<file path="src/rtl/core/tprc_pkg.sv">
// Package for the typed packet receiver: codes, register indexes, reset values
// and the records that pass between the front end, the queue and the back end.
// No dependencies.
package tprc_pkg;

  // Upper end of the MAX_PACKET range; sizes the count field of a descriptor
  localparam int MAX_PACKET_LIMIT = 64;
  localparam int CNT_W = $clog2(MAX_PACKET_LIMIT + 1);

  localparam int NUM_TYPES = 7;
  localparam int LEN_W = 5;
  localparam int IDX_W = 5;
  localparam int TIMEOUT_W = 16;

  localparam logic [7:0] START_MARK = 8'h21;  // '!'

  // Type letters in register order: A G M Q B C L
  localparam logic [NUM_TYPES-1:0][7:0] TYPE_LETTER = {
    8'h4C, 8'h43, 8'h42, 8'h51, 8'h4D, 8'h47, 8'h41
  };

  localparam logic [TIMEOUT_W-1:0] TIMEOUT_RESET = 16'd500;
  localparam logic [NUM_TYPES-1:0][LEN_W-1:0] LEN_RESET = {
    5'd15, 5'd6, 5'd5, 5'd19, 5'd15, 5'd15, 5'd15
  };

  localparam logic KIND_BYTE = 1'b0;
  localparam logic KIND_TICK = 1'b1;

  typedef enum logic [1:0] {
    ST_GOOD    = 2'd0,
    ST_CSUM    = 2'd1,
    ST_TIMEOUT = 2'd2
  } status_t;

  typedef enum logic [2:0] {
    REG_TIMEOUT        = 3'd0,
    REG_LEN_ACCEL      = 3'd1,
    REG_LEN_GYRO       = 3'd2,
    REG_LEN_MAGNET     = 3'd3,
    REG_LEN_QUATERNION = 3'd4,
    REG_LEN_BUTTON     = 3'd5,
    REG_LEN_COLOUR     = 3'd6,
    REG_LEN_LOCATION   = 3'd7
  } reg_idx_t;

  // One finished packet or event, as queued between front and back
  typedef struct packed {
    status_t          status;
    logic [CNT_W-1:0] count;  // good: bytes to emit; else the reported index
    logic [7:0]       ptype;
    logic             bank;
  } desc_t;

  // Back end hands a drained buffer bank back to the front end
  typedef struct packed {
    logic valid;
    logic bank;
  } rel_t;

  typedef struct packed {
    status_t          status;
    logic [7:0]       data;
    logic [IDX_W-1:0] index;
    logic [7:0]       ptype;
    logic             last;
  } result_t;

endpackage

</file>
<file path="src/rtl/core/tprc_if.sv">
// Channel interfaces of the typed packet receiver: input items, results and
// configuration writes. No dependencies.
interface tprc_item_if;
  logic       valid;
  logic       ready;
  logic       kind;
  logic [7:0] rx_byte;
  modport source(output valid, kind, rx_byte, input ready);
  modport sink(input valid, kind, rx_byte, output ready);
endinterface

interface tprc_result_if;
  logic       valid;
  logic       ready;
  logic [1:0] status;
  logic [7:0] data_byte;
  logic [4:0] byte_index;
  logic [7:0] packet_type;
  logic       is_last;
  modport source(output valid, status, data_byte, byte_index, packet_type, is_last,
                 input ready);
  modport sink(input valid, status, data_byte, byte_index, packet_type, is_last,
               output ready);
endinterface

interface tprc_cfg_if;
  logic        valid;
  logic        ready;
  logic [2:0]  index;
  logic [15:0] data;
  modport source(output valid, index, data, input ready);
  modport sink(input valid, index, data, output ready);
endinterface

</file>
<file path="src/rtl/core/tprc_ram.sv">
// Generic simple dual-port RAM: one write port, one read port, registered read.
// No dependencies.
module tprc_ram #(
  parameter int WIDTH = 8,
  parameter int DEPTH = 64,
  localparam int AW = $clog2(DEPTH)
) (
  input  logic             clk,
  input  logic             wr_en,
  input  logic [AW-1:0]    wr_addr,
  input  logic [WIDTH-1:0] wr_data,
  input  logic             rd_en,
  input  logic [AW-1:0]    rd_addr,
  output logic [WIDTH-1:0] rd_data
);

  logic [WIDTH-1:0] mem [DEPTH];

  always_ff @(posedge clk) begin
    if (wr_en) begin
      mem[wr_addr] <= wr_data;
    end
    if (rd_en) begin
      rd_data <= mem[rd_addr];
    end
  end

endmodule

</file>
<file path="src/rtl/core/tprc_queue.sv">
// Two-entry queue of packet descriptors between front and back end.
// Depends on nothing but its width parameter.
module tprc_queue #(
  parameter int W = 8
) (
  input  logic         clk,
  input  logic         rst,
  input  logic         push,
  input  logic [W-1:0] din,
  output logic         full,
  output logic         valid,
  output logic [W-1:0] dout,
  input  logic         pop
);

  logic [W-1:0] mem [2];
  logic         wptr;
  logic         rptr;
  logic [1:0]   count;

  assign full  = (count == 2'd2);
  assign valid = (count != 2'd0);
  assign dout  = mem[rptr];

  always_ff @(posedge clk) begin
    if (push) begin
      mem[wptr] <= din;
    end
  end

  always_ff @(posedge clk) begin
    if (rst) begin
      wptr  <= 1'b0;
      rptr  <= 1'b0;
      count <= 2'd0;
    end else begin
      if (push) wptr <= ~wptr;
      if (pop) rptr <= ~rptr;
      count <= count + {1'b0, push} - {1'b0, pop};
    end
  end

`ifndef SYNTHESIS
  a_no_overflow: assert property (@(posedge clk) disable iff (rst)
    push |-> (!full || pop))
    else $error("queue push while full");
  a_no_underflow: assert property (@(posedge clk) disable iff (rst)
    pop |-> valid)
    else $error("queue pop while empty");
  a_count_step: assert property (@(posedge clk) disable iff (rst)
    (push && !pop) |=> (count == $past(count) + 2'd1))
    else $error("queue count did not advance");
`endif

endmodule

</file>
<file path="src/rtl/core/tprc_front.sv">
// Front end: configuration registers, packet framing, running checksum, idle
// timeout; writes bytes to the RAM, queues descriptors. Uses tprc_pkg and tprc_if.
module tprc_front
  import tprc_pkg::*;
#(
  parameter int MAX_PACKET = 20,
  localparam int IW = $clog2(MAX_PACKET),
  localparam int CW = $clog2(MAX_PACKET + 1),
  localparam int CMP_W = (CW > LEN_W) ? CW : LEN_W
) (
  input  logic            clk,
  input  logic            rst,
  tprc_item_if.sink       items,
  tprc_cfg_if.sink        cfg,
  output logic            wr_en,
  output logic [IW:0]     wr_addr,
  output logic [7:0]      wr_data,
  output logic            q_push,
  output desc_t           q_desc,
  input  logic            q_full,
  input  rel_t            rel
);

  logic [TIMEOUT_W-1:0]             timeout_ticks;
  logic [NUM_TYPES-1:0][LEN_W-1:0]  type_len;

  logic [CW-1:0]        byte_count, byte_count_next;
  logic [7:0]           running_sum, running_sum_next;
  logic                 in_packet, in_packet_next;
  logic [TIMEOUT_W-1:0] idle_ticks, idle_ticks_next;
  logic [7:0]           type_reg, type_reg_next;
  logic                 wbank, wbank_next;
  logic [1:0]           busy, busy_next;

  logic                 accept;
  logic [IW-1:0]        wr_idx;
  logic [CW-1:0]        n;
  logic [7:0]           type_now;
  logic                 len_hit;
  logic [TIMEOUT_W-1:0] idle_inc;

  assign items.ready = !q_full && !busy[wbank];
  assign accept      = items.valid && items.ready;
  assign cfg.ready   = 1'b1;

  assign wr_addr = {wbank, wr_idx};
  assign wr_data = items.rx_byte;

  // Byte count after storing this byte, and type byte as it stands then
  assign n        = byte_count + CW'(1);
  assign type_now = (byte_count == CW'(1)) ? items.rx_byte : type_reg;
  assign idle_inc = (idle_ticks == '1) ? idle_ticks : idle_ticks + TIMEOUT_W'(1);

  always_comb begin
    len_hit = 1'b0;
    for (int t = 0; t < NUM_TYPES; t++) begin
      if (type_now == TYPE_LETTER[t] && CMP_W'(n) == CMP_W'(type_len[t])) begin
        len_hit = 1'b1;
      end
    end
  end

  always_comb begin
    byte_count_next  = byte_count;
    running_sum_next = running_sum;
    in_packet_next   = in_packet;
    idle_ticks_next  = idle_ticks;
    type_reg_next    = type_reg;
    wbank_next       = wbank;
    busy_next        = busy;
    wr_en            = 1'b0;
    wr_idx           = '0;
    q_push           = 1'b0;
    q_desc           = '0;
    if (rel.valid) begin
      busy_next[rel.bank] = 1'b0;
    end
    if (accept) begin
      if (items.kind == KIND_BYTE) begin
        idle_ticks_next = '0;
        if (items.rx_byte == START_MARK) begin
          wr_en            = 1'b1;
          byte_count_next  = CW'(1);
          running_sum_next = START_MARK;
          in_packet_next   = 1'b1;
        end else if (in_packet) begin
          wr_en            = 1'b1;
          wr_idx           = byte_count[IW-1:0];
          byte_count_next  = n;
          running_sum_next = running_sum + items.rx_byte;
          type_reg_next    = type_now;
          if (n == CW'(MAX_PACKET) || len_hit) begin
            q_push       = 1'b1;
            q_desc.ptype = type_now;
            q_desc.bank  = wbank;
            if (~running_sum == items.rx_byte) begin
              q_desc.status   = ST_GOOD;
              q_desc.count    = CNT_W'(n);
              wbank_next      = ~wbank;
              busy_next[wbank] = 1'b1;
            end else begin
              q_desc.status = ST_CSUM;
              q_desc.count  = CNT_W'(byte_count);
            end
            byte_count_next  = '0;
            running_sum_next = '0;
            in_packet_next   = 1'b0;
          end
        end
      end else if (in_packet) begin
        idle_ticks_next = idle_inc;
        if (idle_inc > timeout_ticks) begin
          q_push           = 1'b1;
          q_desc.status    = ST_TIMEOUT;
          q_desc.count     = CNT_W'(byte_count);
          q_desc.ptype     = (byte_count >= CW'(2)) ? type_reg : 8'd0;
          q_desc.bank      = wbank;
          byte_count_next  = '0;
          running_sum_next = '0;
          in_packet_next   = 1'b0;
          idle_ticks_next  = '0;
        end
      end
    end
  end

  always_ff @(posedge clk) begin
    if (rst) begin
      byte_count  <= '0;
      running_sum <= '0;
      in_packet   <= 1'b0;
      idle_ticks  <= '0;
      wbank       <= 1'b0;
      busy        <= '0;
    end else begin
      byte_count  <= byte_count_next;
      running_sum <= running_sum_next;
      in_packet   <= in_packet_next;
      idle_ticks  <= idle_ticks_next;
      wbank       <= wbank_next;
      busy        <= busy_next;
    end
  end

  always_ff @(posedge clk) begin
    type_reg <= type_reg_next;
  end

  // Register file
  always_ff @(posedge clk) begin
    if (rst) begin
      timeout_ticks <= TIMEOUT_RESET;
      type_len      <= LEN_RESET;
    end else if (cfg.valid) begin
      unique case (reg_idx_t'(cfg.index))
        REG_TIMEOUT:        timeout_ticks <= cfg.data;
        REG_LEN_ACCEL:      type_len[0]   <= cfg.data[LEN_W-1:0];
        REG_LEN_GYRO:       type_len[1]   <= cfg.data[LEN_W-1:0];
        REG_LEN_MAGNET:     type_len[2]   <= cfg.data[LEN_W-1:0];
        REG_LEN_QUATERNION: type_len[3]   <= cfg.data[LEN_W-1:0];
        REG_LEN_BUTTON:     type_len[4]   <= cfg.data[LEN_W-1:0];
        REG_LEN_COLOUR:     type_len[5]   <= cfg.data[LEN_W-1:0];
        REG_LEN_LOCATION:   type_len[6]   <= cfg.data[LEN_W-1:0];
      endcase
    end
  end

`ifndef SYNTHESIS
  a_count_bound: assert property (@(posedge clk) disable iff (rst)
    byte_count < CW'(MAX_PACKET))
    else $error("byte count reached packet limit without completing");
  a_write_free_bank: assert property (@(posedge clk) disable iff (rst)
    wr_en |-> !busy[wbank])
    else $error("write into a bank still being drained");
  a_closed_clean: assert property (@(posedge clk) disable iff (rst)
    !in_packet |-> (byte_count == '0 && idle_ticks == '0))
    else $error("closed packet left state behind");
  a_release_busy: assert property (@(posedge clk) disable iff (rst)
    rel.valid |-> busy[rel.bank])
    else $error("release of a bank that was not busy");
`endif

endmodule

</file>
<file path="src/rtl/core/tprc_back.sv">
// Back end: walks queued descriptors, reads good packets out of the buffer RAM
// and feeds a two-entry result buffer. Uses tprc_pkg and tprc_if.
module tprc_back
  import tprc_pkg::*;
#(
  parameter int MAX_PACKET = 20,
  localparam int IW = $clog2(MAX_PACKET)
) (
  input  logic         clk,
  input  logic         rst,
  input  logic         q_valid,
  input  desc_t        q_desc,
  output logic         q_pop,
  output logic         rd_en,
  output logic [IW:0]  rd_addr,
  input  logic [7:0]   rd_data,
  output rel_t         rel,
  tprc_result_if.source results
);

  logic [IW-1:0] pos;
  logic          inflight;
  result_t       meta;       // result in flight, data filled from the RAM
  logic          meta_ram;
  result_t       obuf [2];
  logic          owptr, orptr;
  logic [1:0]    ocount;

  logic          pop_out;
  logic [1:0]    used;
  logic          issue;
  logic          is_good;
  logic          at_last;
  result_t       head;
  result_t       fill;

  assign head = obuf[orptr];
  assign results.valid       = (ocount != 2'd0);
  assign results.status      = head.status;
  assign results.data_byte   = head.data;
  assign results.byte_index  = head.index;
  assign results.packet_type = head.ptype;
  assign results.is_last     = head.last;

  assign pop_out = results.valid && results.ready;
  assign used    = ocount + {1'b0, inflight};
  assign issue   = q_valid && (used < 2'd2 || pop_out);
  assign is_good = (q_desc.status == ST_GOOD);
  assign at_last = (CNT_W'(pos) == q_desc.count - CNT_W'(1));

  assign rd_en     = issue && is_good;
  assign rd_addr   = {q_desc.bank, pos};
  assign q_pop     = issue && (!is_good || at_last);
  assign rel.valid = issue && is_good && at_last;
  assign rel.bank  = q_desc.bank;

  always_comb begin
    fill = meta;
    if (!meta_ram) begin
      fill.data = 8'd0;
    end else begin
      fill.data = rd_data;
    end
  end

  always_ff @(posedge clk) begin
    if (issue) begin
      meta.status <= q_desc.status;
      meta.data   <= 8'd0;
      meta.ptype  <= q_desc.ptype;
      meta_ram    <= is_good;
      if (is_good) begin
        meta.index <= IDX_W'(pos);
        meta.last  <= at_last;
      end else begin
        meta.index <= IDX_W'(q_desc.count);
        meta.last  <= 1'b1;
      end
    end
    if (inflight) begin
      obuf[owptr] <= fill;
    end
  end

  always_ff @(posedge clk) begin
    if (rst) begin
      pos      <= '0;
      inflight <= 1'b0;
      owptr    <= 1'b0;
      orptr    <= 1'b0;
      ocount   <= 2'd0;
    end else begin
      inflight <= issue;
      if (issue && is_good) begin
        pos <= at_last ? '0 : pos + IW'(1);
      end
      if (inflight) owptr <= ~owptr;
      if (pop_out) orptr <= ~orptr;
      ocount <= ocount + {1'b0, inflight} - {1'b0, pop_out};
    end
  end

`ifndef SYNTHESIS
  a_buffer_room: assert property (@(posedge clk) disable iff (rst)
    (ocount + {1'b0, inflight}) <= 2'd2)
    else $error("result buffer overcommitted");
  a_drain_holds_head: assert property (@(posedge clk) disable iff (rst)
    (pos != '0) |-> (q_valid && q_desc.status == ST_GOOD))
    else $error("packet drain lost its descriptor");
  a_pos_in_packet: assert property (@(posedge clk) disable iff (rst)
    (pos != '0) |-> (CNT_W'(pos) < q_desc.count))
    else $error("drain position past packet end");
`endif

endmodule

</file>
<file path="src/rtl/core/typed_packet_receiver_checksum_top.sv">
// Top level of the typed packet receiver with inverted-sum checksum.
// Uses tprc_pkg, tprc_if, tprc_ram, tprc_queue, tprc_front and tprc_back.
//
// Channels (valid/ready, a transfer when both are high at a rising edge):
//   items   - one item per transfer: kind 0 is a received byte, kind 1 a tick.
//   results - good packet bytes (status 0), checksum errors (status 1) and
//             timeout discards (status 2); is_last closes each item's results.
//   cfg     - register writes: index 0 timeout, 1..7 type lengths A G M Q B C L.
//             Always ready; write only while the block is idle.
// Throughput: one item per cycle unless items is back-pressured. A good packet
// drains at one result per cycle unless the receiver stalls; the first result
// of any item is registered in the queue, the read stage and the result buffer.
// Packet bytes land in two RAM banks; while both banks hold packets waiting
// to drain, items stalls until the back end frees one. The two-entry
// descriptor queue also back-pressures items when full.
// Receiver stall: the result buffer holds its head; the back end stops
// issuing reads, the queue fills, then items.ready drops. Nothing is lost.
// Reset (rst, synchronous): no packet open, sums and counts cleared, queue
// and result buffer empty, registers at their reset values. The RAM is not
// cleared; only bytes of the current packet are ever read.
module typed_packet_receiver_checksum_top
  import tprc_pkg::*;
#(
  parameter int MAX_PACKET = 20
) (
  input  logic           clk,
  input  logic           rst,
  tprc_item_if.sink      items,
  tprc_cfg_if.sink       cfg,
  tprc_result_if.source  results
);

  localparam int IW = $clog2(MAX_PACKET);
  localparam int RAM_DEPTH = 2 ** (IW + 1);  // two banks of packet bytes

  logic        wr_en;
  logic [IW:0] wr_addr;
  logic [7:0]  wr_data;
  logic        rd_en;
  logic [IW:0] rd_addr;
  logic [7:0]  rd_data;

  logic        q_push;
  desc_t       q_din;
  logic        q_full;
  logic        q_valid;
  logic [$bits(desc_t)-1:0] q_dout;
  logic        q_pop;
  rel_t        rel;

  // Classifies items, tracks the open packet, owns the registers
  tprc_front #(.MAX_PACKET(MAX_PACKET)) u_front (
    .clk     (clk),
    .rst     (rst),
    .items   (items),
    .cfg     (cfg),
    .wr_en   (wr_en),
    .wr_addr (wr_addr),
    .wr_data (wr_data),
    .q_push  (q_push),
    .q_desc  (q_din),
    .q_full  (q_full),
    .rel     (rel)
  );

  // Packet byte store, bank select in the top address bit
  tprc_ram #(.WIDTH(8), .DEPTH(RAM_DEPTH)) u_ram (
    .clk     (clk),
    .wr_en   (wr_en),
    .wr_addr (wr_addr),
    .wr_data (wr_data),
    .rd_en   (rd_en),
    .rd_addr (rd_addr),
    .rd_data (rd_data)
  );

  // Finished packets and events waiting for the back end
  tprc_queue #(.W($bits(desc_t))) u_queue (
    .clk   (clk),
    .rst   (rst),
    .push  (q_push),
    .din   (q_din),
    .full  (q_full),
    .valid (q_valid),
    .dout  (q_dout),
    .pop   (q_pop)
  );

  // Turns descriptors into result transfers
  tprc_back #(.MAX_PACKET(MAX_PACKET)) u_back (
    .clk     (clk),
    .rst     (rst),
    .q_valid (q_valid),
    .q_desc  (desc_t'(q_dout)),
    .q_pop   (q_pop),
    .rd_en   (rd_en),
    .rd_addr (rd_addr),
    .rd_data (rd_data),
    .rel     (rel),
    .results (results)
  );

`ifndef SYNTHESIS
  a_param_range: assert property (@(posedge clk)
    (MAX_PACKET >= 4 && MAX_PACKET <= MAX_PACKET_LIMIT))
    else $error("MAX_PACKET out of range");
  a_no_read_write_clash: assert property (@(posedge clk) disable iff (rst)
    (wr_en && rd_en) |-> (wr_addr[IW] != rd_addr[IW]))
    else $error("front and back end in the same bank");
  a_good_byte_is_data: assert property (@(posedge clk) disable iff (rst)
    (results.valid && results.status != ST_GOOD) |-> (results.is_last
      && results.data_byte == 8'd0))
    else $error("error result not a single zero-data transfer");
`endif

endmodule
</file>
<file path="src/flat_wrapper.sv">
// flat-port wrapper written by rule: the top's interface ports become plain ports
module typed_packet_receiver_checksum_top_flat import tprc_pkg::*;
#(
  parameter int MAX_PACKET = 20
)
  (clk, rst, items_valid, items_kind, items_rx_byte, items_ready, cfg_valid, cfg_index, cfg_data, cfg_ready, results_valid, results_status, results_data_byte, results_byte_index, results_packet_type, results_is_last, results_ready);
  tprc_item_if items_i ();
  tprc_cfg_if cfg_i ();
  tprc_result_if results_i ();
  input  logic clk;
  input  logic rst;
  input wire logic [$bits(items_i.valid)-1:0] items_valid;
  input wire logic [$bits(items_i.kind)-1:0] items_kind;
  input wire logic [$bits(items_i.rx_byte)-1:0] items_rx_byte;
  output wire logic [$bits(items_i.ready)-1:0] items_ready;
  input wire logic [$bits(cfg_i.valid)-1:0] cfg_valid;
  input wire logic [$bits(cfg_i.index)-1:0] cfg_index;
  input wire logic [$bits(cfg_i.data)-1:0] cfg_data;
  output wire logic [$bits(cfg_i.ready)-1:0] cfg_ready;
  output wire logic [$bits(results_i.valid)-1:0] results_valid;
  output wire logic [$bits(results_i.status)-1:0] results_status;
  output wire logic [$bits(results_i.data_byte)-1:0] results_data_byte;
  output wire logic [$bits(results_i.byte_index)-1:0] results_byte_index;
  output wire logic [$bits(results_i.packet_type)-1:0] results_packet_type;
  output wire logic [$bits(results_i.is_last)-1:0] results_is_last;
  input wire logic [$bits(results_i.ready)-1:0] results_ready;
  assign items_i.valid = items_valid;
  assign items_i.kind = items_kind;
  assign items_i.rx_byte = items_rx_byte;
  assign items_ready = items_i.ready;
  assign cfg_i.valid = cfg_valid;
  assign cfg_i.index = cfg_index;
  assign cfg_i.data = cfg_data;
  assign cfg_ready = cfg_i.ready;
  assign results_valid = results_i.valid;
  assign results_status = results_i.status;
  assign results_data_byte = results_i.data_byte;
  assign results_byte_index = results_i.byte_index;
  assign results_packet_type = results_i.packet_type;
  assign results_is_last = results_i.is_last;
  assign results_i.ready = results_ready;
  typed_packet_receiver_checksum_top #(.MAX_PACKET(MAX_PACKET)) u_core (.clk(clk), .rst(rst), .items(items_i), .cfg(cfg_i), .results(results_i));
endmodule
</file>
<file path="config.mk">
export PLATFORM = sky130hd
export DESIGN_NAME = typed_packet_receiver_checksum_top_flat
export DESIGN_NICKNAME = d
export VERILOG_FILES = /design/src/rtl/core/tprc_pkg.sv /design/src/rtl/core/tprc_if.sv /design/src/rtl/core/tprc_ram.sv /design/src/rtl/core/tprc_queue.sv /design/src/rtl/core/tprc_front.sv /design/src/rtl/core/tprc_back.sv /design/src/rtl/core/typed_packet_receiver_checksum_top.sv /design/src/flat_wrapper.sv
export SDC_FILE = /design/constraint.sdc
export NUM_CORES = 1
export LEC_CHECK = 0
export ABC_AREA = 0
export BUFFER_PORTS_ARGS = -buffer_cell sky130_fd_sc_hd__buf_2
export CORE_MARGIN = 2
export CORE_UTILIZATION = 51
export CTS_BUF_LIST = sky130_fd_sc_hd__clkbuf_4 sky130_fd_sc_hd__clkbuf_8 sky130_fd_sc_hd__clkbuf_16
export DETAILED_ROUTE_END_ITERATION = 8
export PLACE_DENSITY = 0.67
export SYNTH_ARGS = -nofsm -noshare
export SYNTH_HDL_FRONTEND = slang
export SYNTH_SLANG_ARGS = --single-unit
</file>
<file path="constraint.sdc">
create_clock -name clk -period 5.4 [get_ports clk]
set_clock_uncertainty 0.1 [all_clocks]
set_input_delay 0.54 -clock clk [delete_from_list [all_inputs] [get_ports clk]]
set_output_delay 0.54 -clock clk [all_outputs]
set_load 0.01 [all_outputs]
</file>
After elaboration in Yosys (flattened, before gate mapping)
Memory sizes are Yosys's and may differ from the RTL's. A register that Yosys moved wholly into a read port is not among the register bits.
Cells that the tools add are included.
Storage, ports and cells
  memories: 3
  output and inout bits: 27
  word-level logic and storage cells: 207
  register bits after elaboration: 123
  bits in writable memories: 596
Operators by class
  mux-type cells: 80
  $lt $le $gt $ge: 7
  bitwise logic cells: 11
  reduce and logical (&&, ||, !) cells: 39
  $add $sub $neg: 9
  eq/ne operators: 30
Memories
  u_core.u_ram.mem: words 64, width 8, read ports 1, clocked after memory_dff 1, write ports 1, RTL line tprc_ram.sv:17  | logic [WIDTH-1:0] mem [DEPTH];
  u_core.u_back.obuf: words 2, width 24, read ports 1, clocked after memory_dff 1, write ports 1, RTL line tprc_back.sv:25  | result_t obuf [2];
  u_core.u_queue.mem: words 2, width 18, read ports 1, clocked after memory_dff 1, write ports 1, RTL line tprc_queue.sv:16  | logic [W-1:0] mem [2];
Operators with widths (number)
  $mux W8: 10
  $mux W18: 4
  $mux W16: 4
  $mux W5: 12
  $eq A8 B7 Y1 const B: 7
  $mux W17: 3
  $mux W1: 38
  $eq A5 B5 Y1: 7
  $reduce_and A2 Y1: 9
  $add A16 B1 Y16 const B: 1
  $eq A16 B16 Y1 const B: 1
  $gt A16 B16 Y1: 1
  $logic_and A1 B1 Y1: 16
  $mux W2: 7
  $eq A3 B3 Y1 const B: 4
  $add A5 B1 Y5 const B: 2
  $add A8 B8 Y8: 1
  $eq A8 B6 Y1 const B: 1
  $eq A8 B8 Y1: 1
  $not A8 Y8: 1
  $reduce_and A4 Y1: 2
  $eq A5 B7 Y1: 1
  $not A1 Y1: 7
  $sub A7 B1 Y7 const B: 1
  other kinds (22): 35

Depth between registers and ports, before layout
  depth in word-level cells: 19
  mapped depth: 23

By module
From an unflattened synthesis, not the netlist that was laid out.
Unflattened totals
  cells, all modules: 1947
  area, all modules: 31103.6 µm²
Modules (own cells, without submodules)
  tprc_ram: cells each 940, instances 1, area each 20246.9 µm²
  tprc_front: cells each 734, instances 1, area each 6169.7 µm²
  tprc_back: cells each 196, instances 1, area each 3115.5 µm²
  tprc_queue: cells each 77, instances 1, area each 1571.5 µm²

Least setup slack after synthesis
Ideal clock, no wire load.
  path kind: register to register
  start point: register u_core.u_front.idle_ticks[4]
  end point: memory u_core.u_queue.mem[1][0] (netlist name) (enable)
  clock period less this slack: 4.649 ns
  setup time: 0.396 ns
  arrival: 4.153 ns
  slack: 0.751 ns
  cell stages (with the launch flop): 18
  data required time: 4.904 ns
  cells stage by stage: dfxtp_1 > clkbuf_1 > and3_1 > nand3_1 > or3_1 > buf_2 > and2_1 > nand3_1 > xnor2_1 > ha_1 > nand4_1 > nor3_1 > o21a_1 > o31a_1 > o21ai_1 > or3_1 > clkbuf_1 > a21oi_1
On the way
  word-level cells in the longest chain between the ends: 9
  elaborated cells between the ends (all ways): 10
  classes of those cells: add/sub: 1; order compare: 1; eq/ne: 1; mux: 7
Ends and longest elaborated chain
  from (decl): RTL line tprc_front.sv:30  | logic [TIMEOUT_W-1:0] idle_ticks, idle_ticks_next;
  from (signal assigned): RTL line tprc_front.sv:139  | idle_ticks <= idle_ticks_next;
  $add A16 B1 Y16 or $eq A16 B16 Y1 (tied branches): RTL line tprc_front.sv:52  | assign idle_inc = (idle_ticks == '1) ? idle_ticks : idle_ticks + TIMEOUT_W'(1);
  $mux W16 *: RTL line tprc_front.sv:52
  $gt A16 B16 Y1 *: RTL line tprc_front.sv:112  | if (idle_inc > timeout_ticks) begin
  $mux W1 *: RTL line tprc_front.sv:112
  $mux W1 *: RTL line tprc_front.sv:110  | end else if (in_packet) begin
  $mux W1 *: RTL line tprc_front.sv:79  | if (items.kind == KIND_BYTE) begin
  $mux W1 *: RTL line tprc_front.sv:78  | if (accept) begin
  $mux W1 *: RTL line tprc_queue.sv:26  | if (push) begin
  $mux W1 (not written as such) *: RTL line tprc_queue.sv:27  | mem[wptr] <= din;
  to (decl): RTL line tprc_queue.sv:16
Every way passes the cells marked *; elsewhere a longest branch is shown, timed or not.

Worst setup path after layout
  start point: register u_core.u_front.idle_ticks[1]
  end point: register u_core.u_queue.count[1]
On the way
  word-level cells in the longest chain between the ends: 9
  elaborated cells between the ends (all ways): 10
  classes of those cells: add/sub: 3; order compare: 1; eq/ne: 1; mux: 5
Ends and longest elaborated chain
  $add A16 B1 Y16 or $eq A16 B16 Y1 (tied branches): RTL line tprc_front.sv:52
  $mux W16 *: RTL line tprc_front.sv:52
  $gt A16 B16 Y1 *: RTL line tprc_front.sv:112
  $mux W1 *: RTL line tprc_front.sv:112
  $mux W1 *: RTL line tprc_front.sv:110
  $mux W1 *: RTL line tprc_front.sv:79
  $mux W1 *: RTL line tprc_front.sv:78
  $add A2 B1 Y2 *: RTL line tprc_queue.sv:39  | count <= count + {1'b0, push} - {1'b0, pop};
  $sub A2 B1 Y2 *: RTL line tprc_queue.sv:39
  to (signal assigned): RTL line tprc_queue.sv:39
  to (decl): RTL line tprc_queue.sv:19  | logic [1:0] count;
Marks and branches as above.
A chain may end at the register's enable or synchronous reset.

==> flow_metrics.tcl <==
set metrics [dict create \
    r2r_start "u_core.u_front.idle_ticks[1]$_SDFFE_PP0P_" \
    dpl_cell_area_mm2 0.0317 \
    vias_per_cell 6.00 \
    cts_max_level 3 \
    worst_slack_ns 0.423 \
    row_count 89 \
    synth_area_leaders "edfxtp_1 (62%), mux4_2 (13%), dfxtp_1 (6.6%), nor2_1 (1.8%), mux2i_1 (1.6%)" \
    initialDrtViolationCount 1483 \
    cpMostUsedCell "ha_1" \
    cts_root_buf "clkbuf_16" \
    hold_path.startpoint "cfg_data[5]" \
    drive_gt1_share_pct 24.5 \
    slew_violations 0 \
    ctsHoldBuffers 0 \
    status "completed" \
    p_leak_nw 11.3 \
    ir_drop_mv 0.275 \
    drtAntennaViolNets 0 \
    cpMaxStageDelayCell "or3_1" \
    largest_register "u_core.u_ram.mem" \
    ys_seq_area_share_pct 68.6 \
    p_int_mw 9.32 \
    synthToLayoutAreaGrowth_pct 12.8 \
    diodes 0 \
    die_y_um 248 \
    clk_latency_ns 0.61 \
    die-area_mm2 0.0613 \
    clk_pin_slew_ns 0.06 \
    start_util_pct 51.5 \
    p_sw_mw 2.45 \
    finalCritPeriodShare_pct 92.2 \
    cts_buffers 74 \
    path_cells "ha_1 -> and3_1 -> nand3_1 -> or3_1 -> and2_1 -> nand3_1 -> xnor2_1 -> ha_1 -> nand4_1 -> nor3_1 -> o21a_1 -> o31a_1 -> o21ai_1 -> or3_1 -> and2_1 -> ha_1 -> inv_1 -> ha_1 -> xor2_1 -> xnor2_1 -> nor2_1" \
    core_mm2 0.0588 \
    p_seq_share_pct 53.2 \
    end_kind "flip-flop" \
    synth_top_area_share_pct 62.0 \
    tightest_slew_ns 1.22 \
    setup_viol 0 \
    cts_setup_buffers 0 \
    top_layer "met4" \
    slew_headroom_pct 18.7 \
    p_total_mw 11.8 \
    async_flop_share_pct 0 \
    wl_met3_mm 3.76 \
    cts_tree "done" \
    hp-class "in2reg" \
    final_area_mm2 0.0341 \
    numPortBuffers 58 \
    cts_buffer_depth 3 \
    grt.overflow.total 0 \
    switching_share_pct 20.8 \
    grt_pass1_wl_mm 101 \
    synth_seq_cells 725 \
    cp.required_ns 5.79 \
    rsz0062_at_grt "no" \
    startpoint_type "flip-flop" \
    synth_edf_count 625 \
    firstDrtPassIters 5 \
    syn_inst 1805 \
    yosysWarnings 0 \
    hold_viol 0 \
    clkPwrFrac_pct 42.7 \
    fmax_mhz 201 \
    powerDensity_mw_per_mm2 345 \
    syn-cell-area_mm2 0.0303 \
    cts.sinks 725 \
    top_regs "u_core.u_ram.mem x512, u_core.u_back.obuf x48, u_core.u_front.type_len x35" \
    pre_cts_slack_ns 0.535 \
    num_vias 16500 \
    drc 0 \
    fin_nets 1985 \
    ctsResizeCount 0 \
    synth_common_cells "edfxtp_1 (625), mux4_2 (168), nor2_1 (142)" \
    hpwl_mm 42.4 \
    wl_met2_mm 33.9 \
    yosysMostFrequentCell "edfxtp_1" \
    combPwrFrac_pct 4.2 \
    gp_congestion 0.840 \
    startpoint "u_core.u_front.idle_ticks[1]$_SDFFE_PP0P_" \
    routed_wl_mm 67.6 \
    grt_pass1_vias 16000 \
    finalCriticalPeriod_ns 4.98 \
    io_pins 60 \
    grt_start_max_net_pins 71 \
    routedWlPerCell_um 24.7 \
    synth_top_cell_by_area "edfxtp_1" \
    largest_reg_flops 512 \
    setup-tns-final_ns 0 \
    worstSetupPathType "reg2reg" \
    syn-num-nets 1873 \
    crit_family "simple AND/OR/NAND/NOR gates" \
    grt_usage_pct 22.3 \
    fp.dieW_um 248 \
    wl_met1_mm 28.8 \
    maxCapViolCount 0 \
    path_max_fanout 8 \
    ys_types 82 \
    worstPathArrival_ns 5.36 \
    synth_ff_type "edfxtp_1" \
    synth_area_per_cell_um2 16.8 \
    antenna_found_initial 0 \
    path_buf_inv 1 \
    critical-path-max-stage-delay_ns 0.55 \
]
## kinds of logic (layout without fill, tap and decap cells)
group           after synthesis  count (layout)  synth area share, %
compound gates              159             159                 3.54
xor+xnor                     70              70                 2.14
fa+ha+maj                    35              35                 1.47
buf+inv                     139             304                 1.94
flops                       725             725                 68.6
mux                         257             257                 15.6
other cells                   1               1               0.0124
simple gates                419             419                 6.61
## path summary, 6_finish.rpt
check                                                 end  slack, ns  cells past startpoint
min reg2reg            u_core.u_back.obuf[1][3]$_DFFE_PP_       0.34                      0
max                    u_core.u_queue.count[1]$_SDFF_PP0_       0.42                     21
max reg2reg            u_core.u_queue.count[1]$_SDFF_PP0_       0.42                     21
min          u_core.u_front.timeout_ticks[5]$_SDFFE_PP1P_       0.07                      3
## routing by layer
layer  global-route usage (%)  vias to the layer above
li1                         -                     7294
met1                     31.9                     8555
met2                     36.5                      526
met3                     2.88                       76
met4                     6.06                        0
met5                        0                        -
## cell type report
type	instances	area [µm²]
Clock inverter	37	367
Tap cell	773	967
Inverter	39	146
Fill cell	4389	24700
Sequential cell	725	20800
Timing Repair Buffer	136	926
Clock buffer	92	2020
Multi-Input combinational cell	941	8910
## worst min-delay path, stage by stage
cell	delay (ns)
buf_2	0.07
nand2_1	0.04
o211ai_1	0.08
## power groups by stage
stage	clock (mW)	sequential, mW	combinational (mW)
2_1_floorplan	0	6.34	0.308
3_3_place_gp	0	6.37	0.483
3_5_place_dp	0	6.38	0.495
4_1_cts	5.10	6.26	0.500
5_1_grt	5.32	6.26	0.549
6_report	5.02	6.26	0.492
## layout by cell type, fill, tap and decap left out, types with 5 or more instances in the layout
master and instances:
a21o_1 8, a21oi_1 48, a22o_1 6, a31oi_1 6, a32oi_1 5, and2_1 21
and3_1 8, buf_2 58, buf_4 74, bufinv_16 6, clkbuf_16 75, clkbuf_4 14
clkinv_1 11, clkinv_2 12, dfxtp_1 96, edfxtp_1 625, ha_1 34, inv_1 36
mux2_2 39, mux2i_1 47, mux4_2 168, nand2_1 113, nand3_1 42, nand3b_1 5
nand4_1 19, nor2_1 142, nor2b_1 13, nor3_1 14, nor3b_1 5, o2111ai_1 7
o211ai_1 11, o21ai_0 24, or4_1 5, xnor2_1 44, xor2_1 23
## stage by stage
step	hold WS (ns)	util, %	instances
after floorplan	0.321	-	1805
after global placement	0.324	54.0	2614
after detailed placement	0.334	54.0	2614
after CTS	0.0444	58.0	2743
after global routing	0.0677	58.0	2743
final	0.0688	58.0	2743
No activity file was read; power rests on OpenSTA's default activity.
